==> config.mk <==
export PLATFORM = sky130hd
export DESIGN_NAME = class_histogram_top_share_unit
export DESIGN_NICKNAME = d
export VERILOG_FILES = /design/src/rtl/chs_pkg.sv /design/src/rtl/chs_ram.sv /design/src/rtl/chs_ctrl.sv /design/src/rtl/chs_dp.sv /design/src/rtl/class_histogram_top_share_unit.sv
export SDC_FILE = /design/constraint.sdc
export NUM_CORES = 2
export LEC_CHECK = 0
export BUFFER_PORTS_ARGS = -buffer_cell sky130_fd_sc_hd__buf_4
export CORE_MARGIN = 5
export CORE_UTILIZATION = 44
export DETAILED_ROUTE_END_ITERATION = 8
export SYNTH_ARGS = -nofsm -noshare
export SYNTH_HDL_FRONTEND = slang
export SYNTH_HIERARCHICAL = 1
export SYNTH_SLANG_ARGS = --single-unit
==> constraint.sdc <==
create_clock -name i_clk -period 12.7 [get_ports i_clk]
set_input_delay 0 -clock i_clk [delete_from_list [all_inputs] [get_ports i_clk]]
set_output_delay 0 -clock i_clk [all_outputs]
set_load 0.01 [all_outputs]
==> src/rtl/chs_pkg.sv <==
// Shared types and constants of the class histogram share block.
package chs_pkg;

    localparam int TYPE_W     = 16;
    localparam int PIX_W      = 24;
    localparam int CNT_W      = 32;
    localparam int SHARE_W    = 14;
    localparam int KIND_W     = 2;
    localparam int TOPC_W     = 4;
    localparam int ENTRY_W    = TYPE_W + CNT_W;
    localparam int PROD_W     = CNT_W + SHARE_W;
    localparam int FULL_SHARE = 10000;
    localparam logic [TOPC_W-1:0] TOPC_RESET = 4'd5;

    // Result kinds carried on the output user field.
    localparam logic [KIND_W-1:0] KIND_RANKED = 2'd0;
    localparam logic [KIND_W-1:0] KIND_EMPTY  = 2'd1;
    localparam logic [KIND_W-1:0] KIND_REST   = 2'd2;

    // Input kinds.
    localparam logic KIND_IN_ADD    = 1'b0;
    localparam logic KIND_IN_REPORT = 1'b1;

    typedef enum logic [3:0] {
        ST_IDLE,
        ST_ADD_RD,
        ST_ADD_CMP,
        ST_ADD_NEW,
        ST_SORT_I,
        ST_SORT_LDI,
        ST_SORT_J,
        ST_SORT_CMP,
        ST_REST_RD,
        ST_REST_ADD,
        ST_EMIT,
        ST_EMIT_DAT,
        ST_DIV,
        ST_OUT
    } t_state;

    // Source of the table write data.
    typedef enum logic [1:0] {
        WR_MERGE,
        WR_NEW,
        WR_CUR
    } t_wr_sel;

    // Commands from the controller to the datapath.
    typedef struct packed {
        logic              in_load;
        logic              add_total;
        logic              ram_rd;
        logic              ram_wr;
        t_wr_sel           wr_sel;
        logic              cur_load;
        logic              rest_clr;
        logic              rest_add;
        logic              div_start;
        logic              div_rest;
        logic              slot_empty;
        logic              out_load;
        logic              report_end;
        logic              set_ovf;
    } t_cmd;

    // Status from the datapath to the controller.
    typedef struct packed {
        logic type_match;
        logic count_gt;
        logic div_ok;
        logic out_free;
    } t_sts;

endpackage

==> src/rtl/chs_ram.sv <==
// Generic single write port RAM with a registered read port.
module chs_ram #(
    parameter int WIDTH = 48,
    parameter int DEPTH = 16
) (
    input  logic                     i_clk,
    input  logic                     i_we,
    input  logic [$clog2(DEPTH)-1:0] i_waddr,
    input  logic [WIDTH-1:0]         i_wdata,
    input  logic                     i_re,
    input  logic [$clog2(DEPTH)-1:0] i_raddr,
    output logic [WIDTH-1:0]         o_rdata
);

    logic [WIDTH-1:0] r_mem [DEPTH];
    logic [WIDTH-1:0] r_rdata;

    // Write port and registered read port.
    always_ff @(posedge i_clk) begin
        if (i_we) begin
            r_mem[i_waddr] <= i_wdata;
        end
        if (i_re) begin
            r_rdata <= r_mem[i_raddr];
        end
    end

    assign o_rdata = r_rdata;

endmodule

==> src/rtl/chs_ctrl.sv <==
// Controller of the class histogram share block: sequencer, table fill and loop counters.
module chs_ctrl #(
    parameter int TABLE_DEPTH = 16,
    parameter int TOP_MAX     = 8
) (
    input  logic                              i_clk,
    input  logic                              i_rst_n,
    input  logic                              i_cfg_we,
    input  logic [chs_pkg::TOPC_W-1:0]        i_cfg_wdata,
    input  logic                              i_s_tvalid,
    output logic                              o_s_tready,
    input  logic                              i_s_kind,
    input  chs_pkg::t_sts                     i_sts,
    output chs_pkg::t_cmd                     o_cmd,
    output logic [$clog2(TABLE_DEPTH)-1:0]    o_raddr,
    output logic [$clog2(TABLE_DEPTH)-1:0]    o_waddr
);

    localparam int AW = $clog2(TABLE_DEPTH);
    localparam int NW = $clog2(TABLE_DEPTH + 1);
    localparam int SW = $clog2(TOP_MAX + 1);
    localparam int CW = (NW > SW) ? NW : SW;

    chs_pkg::t_state r_state, n_state;
    logic [chs_pkg::TOPC_W-1:0] r_top;
    logic [NW-1:0] r_n, n_n;
    logic [CW-1:0] r_i, n_i;
    logic [CW-1:0] r_j, n_j;
    logic [CW-1:0] r_idx, n_idx;
    logic          r_final, n_final;
    logic [CW-1:0] shown;
    logic [CW-1:0] n_ext;
    logic          accept;

    assign n_ext  = CW'(r_n);
    assign shown  = (32'(r_top) > TOP_MAX) ? CW'(TOP_MAX) : CW'(r_top);
    assign accept = i_s_tvalid && (r_state == chs_pkg::ST_IDLE);
    assign o_s_tready = (r_state == chs_pkg::ST_IDLE);

    // Configuration register and state registers.
    always_ff @(posedge i_clk) begin
        if (!i_rst_n) begin
            r_top   <= chs_pkg::TOPC_RESET;
            r_state <= chs_pkg::ST_IDLE;
            r_n     <= '0;
            r_i     <= '0;
            r_j     <= '0;
            r_idx   <= '0;
            r_final <= 1'b0;
        end else begin
            if (i_cfg_we) begin
                r_top <= i_cfg_wdata;
            end
            r_state <= n_state;
            r_n     <= n_n;
            r_i     <= n_i;
            r_j     <= n_j;
            r_idx   <= n_idx;
            r_final <= n_final;
        end
    end

    // Next state and commands.
    always_comb begin
        n_state = r_state;
        n_n     = r_n;
        n_i     = r_i;
        n_j     = r_j;
        n_idx   = r_idx;
        n_final = r_final;
        o_cmd   = '0;
        o_cmd.wr_sel = chs_pkg::WR_CUR;
        o_raddr = '0;
        o_waddr = '0;
        case (r_state)
            chs_pkg::ST_IDLE: begin
                if (accept) begin
                    o_cmd.in_load = 1'b1;
                    if (i_s_kind == chs_pkg::KIND_IN_ADD) begin
                        o_cmd.add_total = 1'b1;
                        n_idx   = '0;
                        n_state = chs_pkg::ST_ADD_RD;
                    end else begin
                        o_cmd.rest_clr = 1'b1;
                        n_i     = '0;
                        n_final = 1'b0;
                        n_state = chs_pkg::ST_SORT_I;
                    end
                end
            end
            // Linear search of the used entries for the class.
            chs_pkg::ST_ADD_RD: begin
                if (r_idx >= n_ext) begin
                    n_state = chs_pkg::ST_ADD_NEW;
                end else begin
                    o_cmd.ram_rd = 1'b1;
                    o_raddr = r_idx[AW-1:0];
                    n_state = chs_pkg::ST_ADD_CMP;
                end
            end
            chs_pkg::ST_ADD_CMP: begin
                if (i_sts.type_match) begin
                    o_cmd.ram_wr = 1'b1;
                    o_cmd.wr_sel = chs_pkg::WR_MERGE;
                    o_waddr = r_idx[AW-1:0];
                    n_state = chs_pkg::ST_IDLE;
                end else begin
                    n_idx   = r_idx + 1'b1;
                    n_state = chs_pkg::ST_ADD_RD;
                end
            end
            chs_pkg::ST_ADD_NEW: begin
                if (32'(r_n) < TABLE_DEPTH) begin
                    o_cmd.ram_wr = 1'b1;
                    o_cmd.wr_sel = chs_pkg::WR_NEW;
                    o_waddr = r_n[AW-1:0];
                    n_n = r_n + 1'b1;
                end else begin
                    o_cmd.set_ovf = 1'b1;
                end
                n_state = chs_pkg::ST_IDLE;
            end
            // Exchange sort: position i is held in a register while j sweeps.
            chs_pkg::ST_SORT_I: begin
                if (r_i >= n_ext) begin
                    n_idx   = shown;
                    n_state = chs_pkg::ST_REST_RD;
                end else begin
                    o_cmd.ram_rd = 1'b1;
                    o_raddr = r_i[AW-1:0];
                    n_j     = r_i + 1'b1;
                    n_state = chs_pkg::ST_SORT_LDI;
                end
            end
            chs_pkg::ST_SORT_LDI: begin
                o_cmd.cur_load = 1'b1;
                n_state = chs_pkg::ST_SORT_J;
            end
            chs_pkg::ST_SORT_J: begin
                if (r_j >= n_ext) begin
                    o_cmd.ram_wr = 1'b1;
                    o_cmd.wr_sel = chs_pkg::WR_CUR;
                    o_waddr = r_i[AW-1:0];
                    n_i     = r_i + 1'b1;
                    n_state = chs_pkg::ST_SORT_I;
                end else begin
                    o_cmd.ram_rd = 1'b1;
                    o_raddr = r_j[AW-1:0];
                    n_state = chs_pkg::ST_SORT_CMP;
                end
            end
            chs_pkg::ST_SORT_CMP: begin
                if (i_sts.count_gt) begin
                    o_cmd.ram_wr   = 1'b1;
                    o_cmd.wr_sel   = chs_pkg::WR_CUR;
                    o_waddr        = r_j[AW-1:0];
                    o_cmd.cur_load = 1'b1;
                end
                n_j     = r_j + 1'b1;
                n_state = chs_pkg::ST_SORT_J;
            end
            // Sum the counts of the entries below the shown ones.
            chs_pkg::ST_REST_RD: begin
                if (r_idx >= n_ext) begin
                    n_idx   = '0;
                    n_state = chs_pkg::ST_EMIT;
                end else begin
                    o_cmd.ram_rd = 1'b1;
                    o_raddr = r_idx[AW-1:0];
                    n_state = chs_pkg::ST_REST_ADD;
                end
            end
            chs_pkg::ST_REST_ADD: begin
                o_cmd.rest_add = 1'b1;
                n_idx   = r_idx + 1'b1;
                n_state = chs_pkg::ST_REST_RD;
            end
            // Emit ranked slots, empty slots and the remainder.
            chs_pkg::ST_EMIT: begin
                if (r_idx >= shown) begin
                    o_cmd.div_start = 1'b1;
                    o_cmd.div_rest  = 1'b1;
                    n_final = 1'b1;
                    n_state = chs_pkg::ST_DIV;
                end else if (r_idx < n_ext) begin
                    o_cmd.ram_rd = 1'b1;
                    o_raddr = r_idx[AW-1:0];
                    n_state = chs_pkg::ST_EMIT_DAT;
                end else begin
                    o_cmd.slot_empty = 1'b1;
                    n_state = chs_pkg::ST_OUT;
                end
            end
            chs_pkg::ST_EMIT_DAT: begin
                o_cmd.div_start = 1'b1;
                n_state = chs_pkg::ST_DIV;
            end
            chs_pkg::ST_DIV: begin
                if (i_sts.div_ok) begin
                    n_state = chs_pkg::ST_OUT;
                end
            end
            chs_pkg::ST_OUT: begin
                if (i_sts.out_free) begin
                    o_cmd.out_load = 1'b1;
                    if (r_final) begin
                        o_cmd.report_end = 1'b1;
                        n_n     = '0;
                        n_state = chs_pkg::ST_IDLE;
                    end else begin
                        n_idx   = r_idx + 1'b1;
                        n_state = chs_pkg::ST_EMIT;
                    end
                end
            end
            default: begin
                n_state = chs_pkg::ST_IDLE;
            end
        endcase
    end

endmodule

==> src/rtl/chs_dp.sv <==
// Datapath of the class histogram share block: totals, sort register, divider, output beat.
module chs_dp #(
    parameter int TABLE_DEPTH = 16
) (
    input  logic                                i_clk,
    input  logic                                i_rst_n,
    input  chs_pkg::t_cmd                       i_cmd,
    output chs_pkg::t_sts                       o_sts,
    input  logic [chs_pkg::TYPE_W-1:0]          i_s_type,
    input  logic [chs_pkg::PIX_W-1:0]           i_s_pix,
    input  logic [chs_pkg::ENTRY_W-1:0]         i_ram_rdata,
    output logic [chs_pkg::ENTRY_W-1:0]         o_ram_wdata,
    output logic                                o_m_tvalid,
    input  logic                                i_m_tready,
    output logic [chs_pkg::KIND_W-1:0]          o_m_kind,
    output logic [chs_pkg::TYPE_W-1:0]          o_m_type,
    output logic [chs_pkg::SHARE_W-1:0]         o_m_share,
    output logic                                o_m_ovf,
    output logic                                o_m_last
);

    localparam int AW = $clog2(TABLE_DEPTH);
    localparam int RW = chs_pkg::CNT_W + AW;
    localparam int CW = chs_pkg::CNT_W;
    localparam int SH = chs_pkg::SHARE_W;
    localparam int DCW = $clog2(SH + 1);

    logic [chs_pkg::TYPE_W-1:0] r_in_type;
    logic [chs_pkg::PIX_W-1:0]  r_in_pix;
    logic [CW-1:0]              r_total;
    logic                       r_ovf;
    logic [chs_pkg::ENTRY_W-1:0] r_cur;
    logic [RW-1:0]              r_rest;
    logic [chs_pkg::PROD_W-1:0] r_prod;
    logic                       r_mul_pend;
    logic                       r_div_run;
    logic [DCW-1:0]             r_dcnt;
    logic [CW-1:0]              r_rem;
    logic [SH-1:0]              r_q;
    logic                       r_div_ok;
    logic [chs_pkg::KIND_W-1:0] r_res_kind;
    logic [chs_pkg::TYPE_W-1:0] r_res_type;
    logic                       r_ovalid;
    logic [chs_pkg::KIND_W-1:0] r_okind;
    logic [chs_pkg::TYPE_W-1:0] r_otype;
    logic [SH-1:0]              r_oshare;
    logic                       r_oovf;
    logic                       r_olast;

    logic [chs_pkg::TYPE_W-1:0] ram_type;
    logic [CW-1:0]              ram_count;
    logic [CW:0]                merge_sum;
    logic [CW-1:0]              merge_sat;
    logic [CW:0]                total_sum;
    logic [RW-1:0]              div_val;
    logic [CW:0]                step_t;
    logic [CW:0]                step_d;
    logic                       step_ge;
    logic                       out_free;

    assign ram_type  = i_ram_rdata[chs_pkg::ENTRY_W-1:CW];
    assign ram_count = i_ram_rdata[CW-1:0];
    assign merge_sum = {1'b0, ram_count} + (CW+1)'(r_in_pix);
    assign merge_sat = merge_sum[CW] ? '1 : merge_sum[CW-1:0];
    assign total_sum = {1'b0, r_total} + (CW+1)'(i_s_pix);
    assign div_val   = i_cmd.div_rest ? r_rest : RW'(ram_count);
    assign step_t    = {r_rem, r_prod[SH-1]};
    assign step_d    = step_t - {1'b0, r_total};
    assign step_ge   = step_t >= {1'b0, r_total};
    assign out_free  = !r_ovalid || i_m_tready;

    // Table write data.
    always_comb begin
        case (i_cmd.wr_sel)
            chs_pkg::WR_MERGE: o_ram_wdata = {r_in_type, merge_sat};
            chs_pkg::WR_NEW:   o_ram_wdata = {r_in_type, CW'(r_in_pix)};
            default:           o_ram_wdata = r_cur;
        endcase
    end

    assign o_sts.type_match = (ram_type == r_in_type);
    assign o_sts.count_gt   = (ram_count > r_cur[CW-1:0]);
    assign o_sts.div_ok     = r_div_ok;
    assign o_sts.out_free   = out_free;

    // Running total and sticky overflow flag.
    always_ff @(posedge i_clk) begin
        if (!i_rst_n) begin
            r_total <= '0;
            r_ovf   <= 1'b0;
        end else begin
            if (i_cmd.add_total) begin
                r_total <= total_sum[CW] ? '1 : total_sum[CW-1:0];
            end else if (i_cmd.report_end) begin
                r_total <= '0;
            end
            if (i_cmd.set_ovf) begin
                r_ovf <= 1'b1;
            end
        end
    end

    // Input item, sort holding register and remainder sum.
    always_ff @(posedge i_clk) begin
        if (i_cmd.in_load) begin
            r_in_type <= i_s_type;
            r_in_pix  <= i_s_pix;
        end
        if (i_cmd.cur_load) begin
            r_cur <= i_ram_rdata;
        end
        if (i_cmd.rest_clr) begin
            r_rest <= '0;
        end else if (i_cmd.rest_add) begin
            r_rest <= r_rest + RW'(ram_count);
        end
        if (i_cmd.div_start) begin
            r_res_kind <= i_cmd.div_rest ? chs_pkg::KIND_REST : chs_pkg::KIND_RANKED;
            r_res_type <= ram_type;
        end else if (i_cmd.slot_empty) begin
            r_res_kind <= chs_pkg::KIND_EMPTY;
        end
    end

    // Share divider: one multiply, then one restoring quotient bit per cycle.
    always_ff @(posedge i_clk) begin
        if (!i_rst_n) begin
            r_mul_pend <= 1'b0;
            r_div_run  <= 1'b0;
            r_div_ok   <= 1'b0;
            r_dcnt     <= '0;
        end else if (i_cmd.div_start) begin
            r_div_ok   <= 1'b0;
            r_mul_pend <= 1'b0;
            r_div_run  <= 1'b0;
            if (r_total == '0) begin
                r_q      <= '0;
                r_div_ok <= 1'b1;
            end else if (div_val >= RW'(r_total)) begin
                r_q      <= SH'(chs_pkg::FULL_SHARE);
                r_div_ok <= 1'b1;
            end else begin
                r_prod     <= div_val[CW-1:0] * chs_pkg::PROD_W'(chs_pkg::FULL_SHARE);
                r_mul_pend <= 1'b1;
            end
        end else if (r_mul_pend) begin
            r_mul_pend <= 1'b0;
            r_rem      <= r_prod[chs_pkg::PROD_W-1:SH];
            r_dcnt     <= DCW'(SH);
            r_div_run  <= 1'b1;
        end else if (r_div_run) begin
            r_rem  <= step_ge ? step_d[CW-1:0] : step_t[CW-1:0];
            r_prod <= {r_prod[chs_pkg::PROD_W-2:0], step_ge};
            r_dcnt <= r_dcnt - 1'b1;
            if (r_dcnt == DCW'(1)) begin
                r_div_run <= 1'b0;
                r_div_ok  <= 1'b1;
                r_q       <= {r_prod[SH-2:0], step_ge};
            end
        end
    end

    // Output beat register.
    always_ff @(posedge i_clk) begin
        if (!i_rst_n) begin
            r_ovalid <= 1'b0;
        end else if (i_cmd.out_load) begin
            r_ovalid <= 1'b1;
        end else if (i_m_tready) begin
            r_ovalid <= 1'b0;
        end
    end

    always_ff @(posedge i_clk) begin
        if (i_cmd.out_load) begin
            r_okind  <= r_res_kind;
            r_otype  <= (r_res_kind == chs_pkg::KIND_RANKED) ? r_res_type : '0;
            r_oshare <= (r_res_kind == chs_pkg::KIND_EMPTY) ? '0 : r_q;
            r_oovf   <= r_ovf;
            r_olast  <= (r_res_kind == chs_pkg::KIND_REST);
        end
    end

    assign o_m_tvalid = r_ovalid;
    assign o_m_kind   = r_okind;
    assign o_m_type   = r_otype;
    assign o_m_share  = r_oshare;
    assign o_m_ovf    = r_oovf;
    assign o_m_last   = r_olast;

endmodule

==> src/rtl/class_histogram_top_share_unit.sv <==
// Top level of the class histogram share block.
//
// Input stream: s_tdata holds class_type and pixel_count, s_tuser the kind
// (add or report). An add beat merges its count into the class table by a
// linear search of the used entries, and appends a new class at the end of
// the table or sets the sticky overflow flag when the table is full. A
// report beat sorts the table with an exchange sort (one table RAM port each
// for read and write), sums the entries past the shown ones, then emits
// top_count slots, capped at TOP_MAX, ranked or empty, and one remainder
// beat marked by m_tlast. Each share goes through a multiply and the
// shift-subtract divider, or is set directly when the total is zero or the
// count reaches it. The block takes one item at a time: s_tready is high
// only while no item is in work. The output beat register holds a result
// while m_tready is low and the controller waits for it. Synchronous reset
// empties the table, clears the total and the overflow flag and loads
// top_count with 5; there is no clearing pass. The configuration write
// takes effect at the next edge.
module class_histogram_top_share_unit #(
    parameter int TABLE_DEPTH = 16,
    parameter int TOP_MAX     = 8
) (
    input  logic        i_clk,
    input  logic        i_rst_n,
    input  logic        i_cfg_we,
    input  logic [3:0]  i_cfg_wdata,     // top_count
    input  logic        s_tvalid,
    output logic        s_tready,
    input  logic [39:0] s_tdata,         // class_type[15:0], pixel_count[39:16]
    input  logic        s_tuser,         // kind
    output logic        m_tvalid,
    input  logic        m_tready,
    output logic [31:0] m_tdata,         // result_type[15:0], share_hundredths[29:16]
    output logic [2:0]  m_tuser,         // entry_kind[1:0], overflow_seen[2]
    output logic        m_tlast          // last_of_report
);

    localparam int AW = $clog2(TABLE_DEPTH);

    chs_pkg::t_cmd cmd;
    chs_pkg::t_sts sts;
    logic [AW-1:0] raddr;
    logic [AW-1:0] waddr;
    logic [chs_pkg::ENTRY_W-1:0] ram_rdata;
    logic [chs_pkg::ENTRY_W-1:0] ram_wdata;
    logic [chs_pkg::KIND_W-1:0]  m_kind;
    logic [chs_pkg::TYPE_W-1:0]  m_type;
    logic [chs_pkg::SHARE_W-1:0] m_share;
    logic                        m_ovf;

    chs_ctrl #(
        .TABLE_DEPTH(TABLE_DEPTH),
        .TOP_MAX    (TOP_MAX)
    ) u_ctrl (
        .i_clk      (i_clk),
        .i_rst_n    (i_rst_n),
        .i_cfg_we   (i_cfg_we),
        .i_cfg_wdata(i_cfg_wdata),
        .i_s_tvalid (s_tvalid),
        .o_s_tready (s_tready),
        .i_s_kind   (s_tuser),
        .i_sts      (sts),
        .o_cmd      (cmd),
        .o_raddr    (raddr),
        .o_waddr    (waddr)
    );

    chs_ram #(
        .WIDTH(chs_pkg::ENTRY_W),
        .DEPTH(TABLE_DEPTH)
    ) u_table (
        .i_clk  (i_clk),
        .i_we   (cmd.ram_wr),
        .i_waddr(waddr),
        .i_wdata(ram_wdata),
        .i_re   (cmd.ram_rd),
        .i_raddr(raddr),
        .o_rdata(ram_rdata)
    );

    chs_dp #(
        .TABLE_DEPTH(TABLE_DEPTH)
    ) u_dp (
        .i_clk      (i_clk),
        .i_rst_n    (i_rst_n),
        .i_cmd      (cmd),
        .o_sts      (sts),
        .i_s_type   (s_tdata[15:0]),
        .i_s_pix    (s_tdata[39:16]),
        .i_ram_rdata(ram_rdata),
        .o_ram_wdata(ram_wdata),
        .o_m_tvalid (m_tvalid),
        .i_m_tready (m_tready),
        .o_m_kind   (m_kind),
        .o_m_type   (m_type),
        .o_m_share  (m_share),
        .o_m_ovf    (m_ovf),
        .o_m_last   (m_tlast)
    );

    assign m_tdata = {2'b00, m_share, m_type};
    assign m_tuser = {m_ovf, m_kind};

endmodule
==> flow_summary.toml <==
[power_and_ir_drop]
vdd_drop_max_mv = 0.155
pwr_density_cell_nw_per_um2 = 197
leakage_nw = 23.7
p_total_mw = 12.9

[clock_tree]
clk_path_buf_depth = 3
clk_latency_ns = 0.73
numCtsBuffers = 119
cts_max_level = 3
path_clk_slew_ns = 0.06
ctsResizeCount = 0
cts.sinks = 1154
cts_tree = "done"
clockRootBuffer = "clkbuf_16"

[worst_setup_path]
path_max_fanout = 51
cp_num_cells = 23
cp.arrival_ns = 8.56
critPathCaptureType = "register"
startpoint = "u_ctrl/r_state[1]$_SDFFE_PN0P_"
worst_r2r_path_depth = 23
rrSetupSlack_ns = 4.55
crit_buf_inv = 4
cp_slowest_cell = "dfxtp_1"
worstSetupPathType = "register to register"
critical_path.top_delay_family = "adder cells"
r2r-end = "u_dp/r_prod[41]$_DFFE_PP_"
endpoint = "u_dp/r_prod[41]$_DFFE_PP_"
cp_cell_sequence = "nor2b_1 -> nand2_1 -> nor2_4 -> buf_4 -> mux2i_1 -> inv_1 -> fa_1 -> ha_1 -> fa_1 -> ha_1 -> inv_1 -> fa_1 -> inv_1 -> ha_1 -> and3_1 -> nand3_1 -> or3_1 -> a211oi_2 -> o31ai_4 -> a211oi_2 -> o221ai_2 -> xnor2_1 -> mux2_2"
r2r_start = "u_ctrl/r_state[1]$_SDFFE_PN0P_"
critPathLaunchType = "register"
max_stage_delay_ns = 0.78
required_ns = 13.11

[global_routing]
grt.total_usage_pct = 20.9
grt-ovfl-total = 0
grt_antenna_before_repair = 5
grt_pass1_wl_um = 225000
grt_pass1_vias = 36258
grt_max_degree = 58

[logic_synthesis]
async_reset_ff_share_pct = 0
ys_warn_count = 6
syn_area_um2 = 58200
ys_ff_latch = 1154
synth.distinct_cells = 101
yosysSeqAreaShare_pct = 57.7
synthCells = 4196
synthFlopType = "edfxtp_1"
synth_edf_count = 1048
synth.avg_cell_area_um2 = 13.9

[die]
core_um2 = 131000
fp.dieH_um = 374
boundaryPins = 88
die_area_um2 = 140000
fp.dieW_um = 374
initial_utilization_pct = 44.3
fp-row-count = 133

[timing]
setup_viol = 0
rsz0062_at_grt = "false"
fin_crit_ns = 8.15
worst_pin_slew_ns = 1.27
whs_ns = 0.0983
fin_crit_sh_pct = 64.2
drv_slew = 0
fin_ws_ns = 4.55
max_freq_ghz = 0.123
finClkSkew_ns = 0.0747
tns_ns = 0
max-slew-margin-rel_pct = 14.5
final_hold_viol_count = 0

[drt]
drt_iter0_markers = 2842
ant_nets = 0
drcViolationCount = 0
routedWlPerCell_um = 23.8
via_per_inst = 5.77
wirelength_um = 149000
drt-pass1-iter-count = 6
via_count = 35985

[final_layout]
final_cell_area_um2 = 65700
multi_input_area_um2 = 23000
drive_gt1_share_pct = 15.4
fin_nets = 4841
mostFrequentLayoutCell = "edfxtp_1"
regArea_um2 = 33600
syn_to_final_growth_pct = 13.0
mostFrequentLayoutCells = "1048 x edfxtp_1, 335 x ha_1, 291 x inv_1, 219 x nand2_1"
fillers = 11221

[status]
outcome = "finished, final reports clean"

[place]
place_area_um2 = 61100
port_buffers = 85
pre_cts_ws_ns = 4.58
dpl.hpwl_um = 95400
place_congestion = 0.866

[hold_path]
hold_path_class = "input port to register"

[flow_run]
maxCapViolCount = 0
[state kept, by name (all words and copies together), names as in the netlist, 24 cells and up]
register         count
u_dp/r_total        32
u_table/o_rdata     48
u_dp/r_cur          48
u_table/r_mem      768
u_dp/r_in_pix       24
u_dp/r_prod         46
u_dp/r_rem          32
u_dp/r_rest         36
[per-layer routing]
layer	part of all wire, %	track usage [%]	wire length [µm]
met5	0	0	0
met4	2.7	5.52	3960
met3	5.2	2.94	7700
met2	49	35.2	72300
met1	44	28.6	64600
[layout make-up]
type | count | area share, %
Inverter | 293 | 1.67
Timing Repair Buffer | 232 | 2.93
Multi-Input combinational cell | 2585 | 35.0
Antenna cell | 2 | 0.00761
Clock inverter | 81 | 1.26
Sequential cell | 1154 | 51.1
Tap cell | 1755 | 3.34
Clock buffer | 139 | 4.69
[through the flow]
step / utilization, % / cells
after global placement: 46.5 / 5944
after detailed placement: 46.5 / 5944
after global routing: 50.0 / 6239
after CTS: 50.0 / 6239
after floorplan: - / 4197
final: 50.0 / 6241
[repair_timing]
item                                    4_1_cts  5_1_grt
hold endpoints to repair                    113        0
hold buffers                                 75        0
endpoints found under the setup margin        0        0
buffers inserted                              0        0
[where the power goes]
group | internal, mW | switching (mW) | total [mW]
clock network | 2.00 | 1.49 | 3.49
logic | 2.00 | 2.89 | 4.89
registers | 4.39 | 0.182 | 4.57
total | 8.39 | 4.56 | 12.9
[logic make-up (layout without fill, tap and decap cells)]
family	after synthesis	in the layout	synth area share [%]
buffers and inverters	458	745	3.19
flip-flops	1154	1154	57.7
AND/OR/NAND/NOR	800	800	6.77
multiplexers	321	321	9.81
other	1	4	0.00644
AO/OA/AOI/OAI	897	897	10.5
adder cells (fa/ha/maj)	406	406	9.65
XOR/XNOR	159	159	2.39
[synthesized netlist by cell type (all sizes together) (10+ instances only)]
cell type / number / area (µm²)
fa: 71 / 1420
nor2: 186 / 703
o211ai: 18 / 140
a211oi: 38 / 325
o21ai: 176 / 903
nor4: 17 / 106
mux2i: 53 / 531
and3: 31 / 199
nor3: 41 / 205
xnor2: 85 / 744
nand4: 48 / 300
a221oi: 10 / 87.6
inv: 292 / 1100
nor2b: 51 / 327
or3: 13 / 81.3
a21oi: 199 / 1030
mux4: 192 / 4320
buf: 70 / 398
nand2: 222 / 838
a31oi: 28 / 181
nand3: 60 / 305
o21a: 32 / 240
xor2: 74 / 648
a22oi: 101 / 758
a21boi: 15 / 113
a21o: 126 / 946
o22ai: 29 / 181
ha: 335 / 4190
nand2b: 51 / 319
dfxtp: 106 / 2120
a221o: 18 / 180
and2: 51 / 327
clkbuf: 95 / 357
mux2: 76 / 856
o21bai: 22 / 165
edfxtp: 1048 / 31500
[worst min-delay path by stage]
| stage | start | to | cells past startpoint |
|---|---|---|---|
| 5_1_grt | s_tdata[23] | u_dp/r_in_pix[7]$_DFFE_PP_ | 2 |
| 3_5_place_dp | s_tdata[15] | u_dp/r_in_type[15]$_DFFE_PP_ | 1 |
| 4_1_cts | s_tdata[23] | u_dp/r_in_pix[7]$_DFFE_PP_ | 2 |
| 2_1_floorplan | s_tdata[16] | u_dp/r_in_pix[0]$_DFFE_PP_ | 0 |
| 3_3_place_gp | s_tdata[6] | u_dp/r_in_type[6]$_DFFE_PP_ | 1 |
| 6_report | s_tdata[18] | u_dp/r_in_pix[2]$_DFFE_PP_ | 2 |
(Power assumes the default switching activity.)
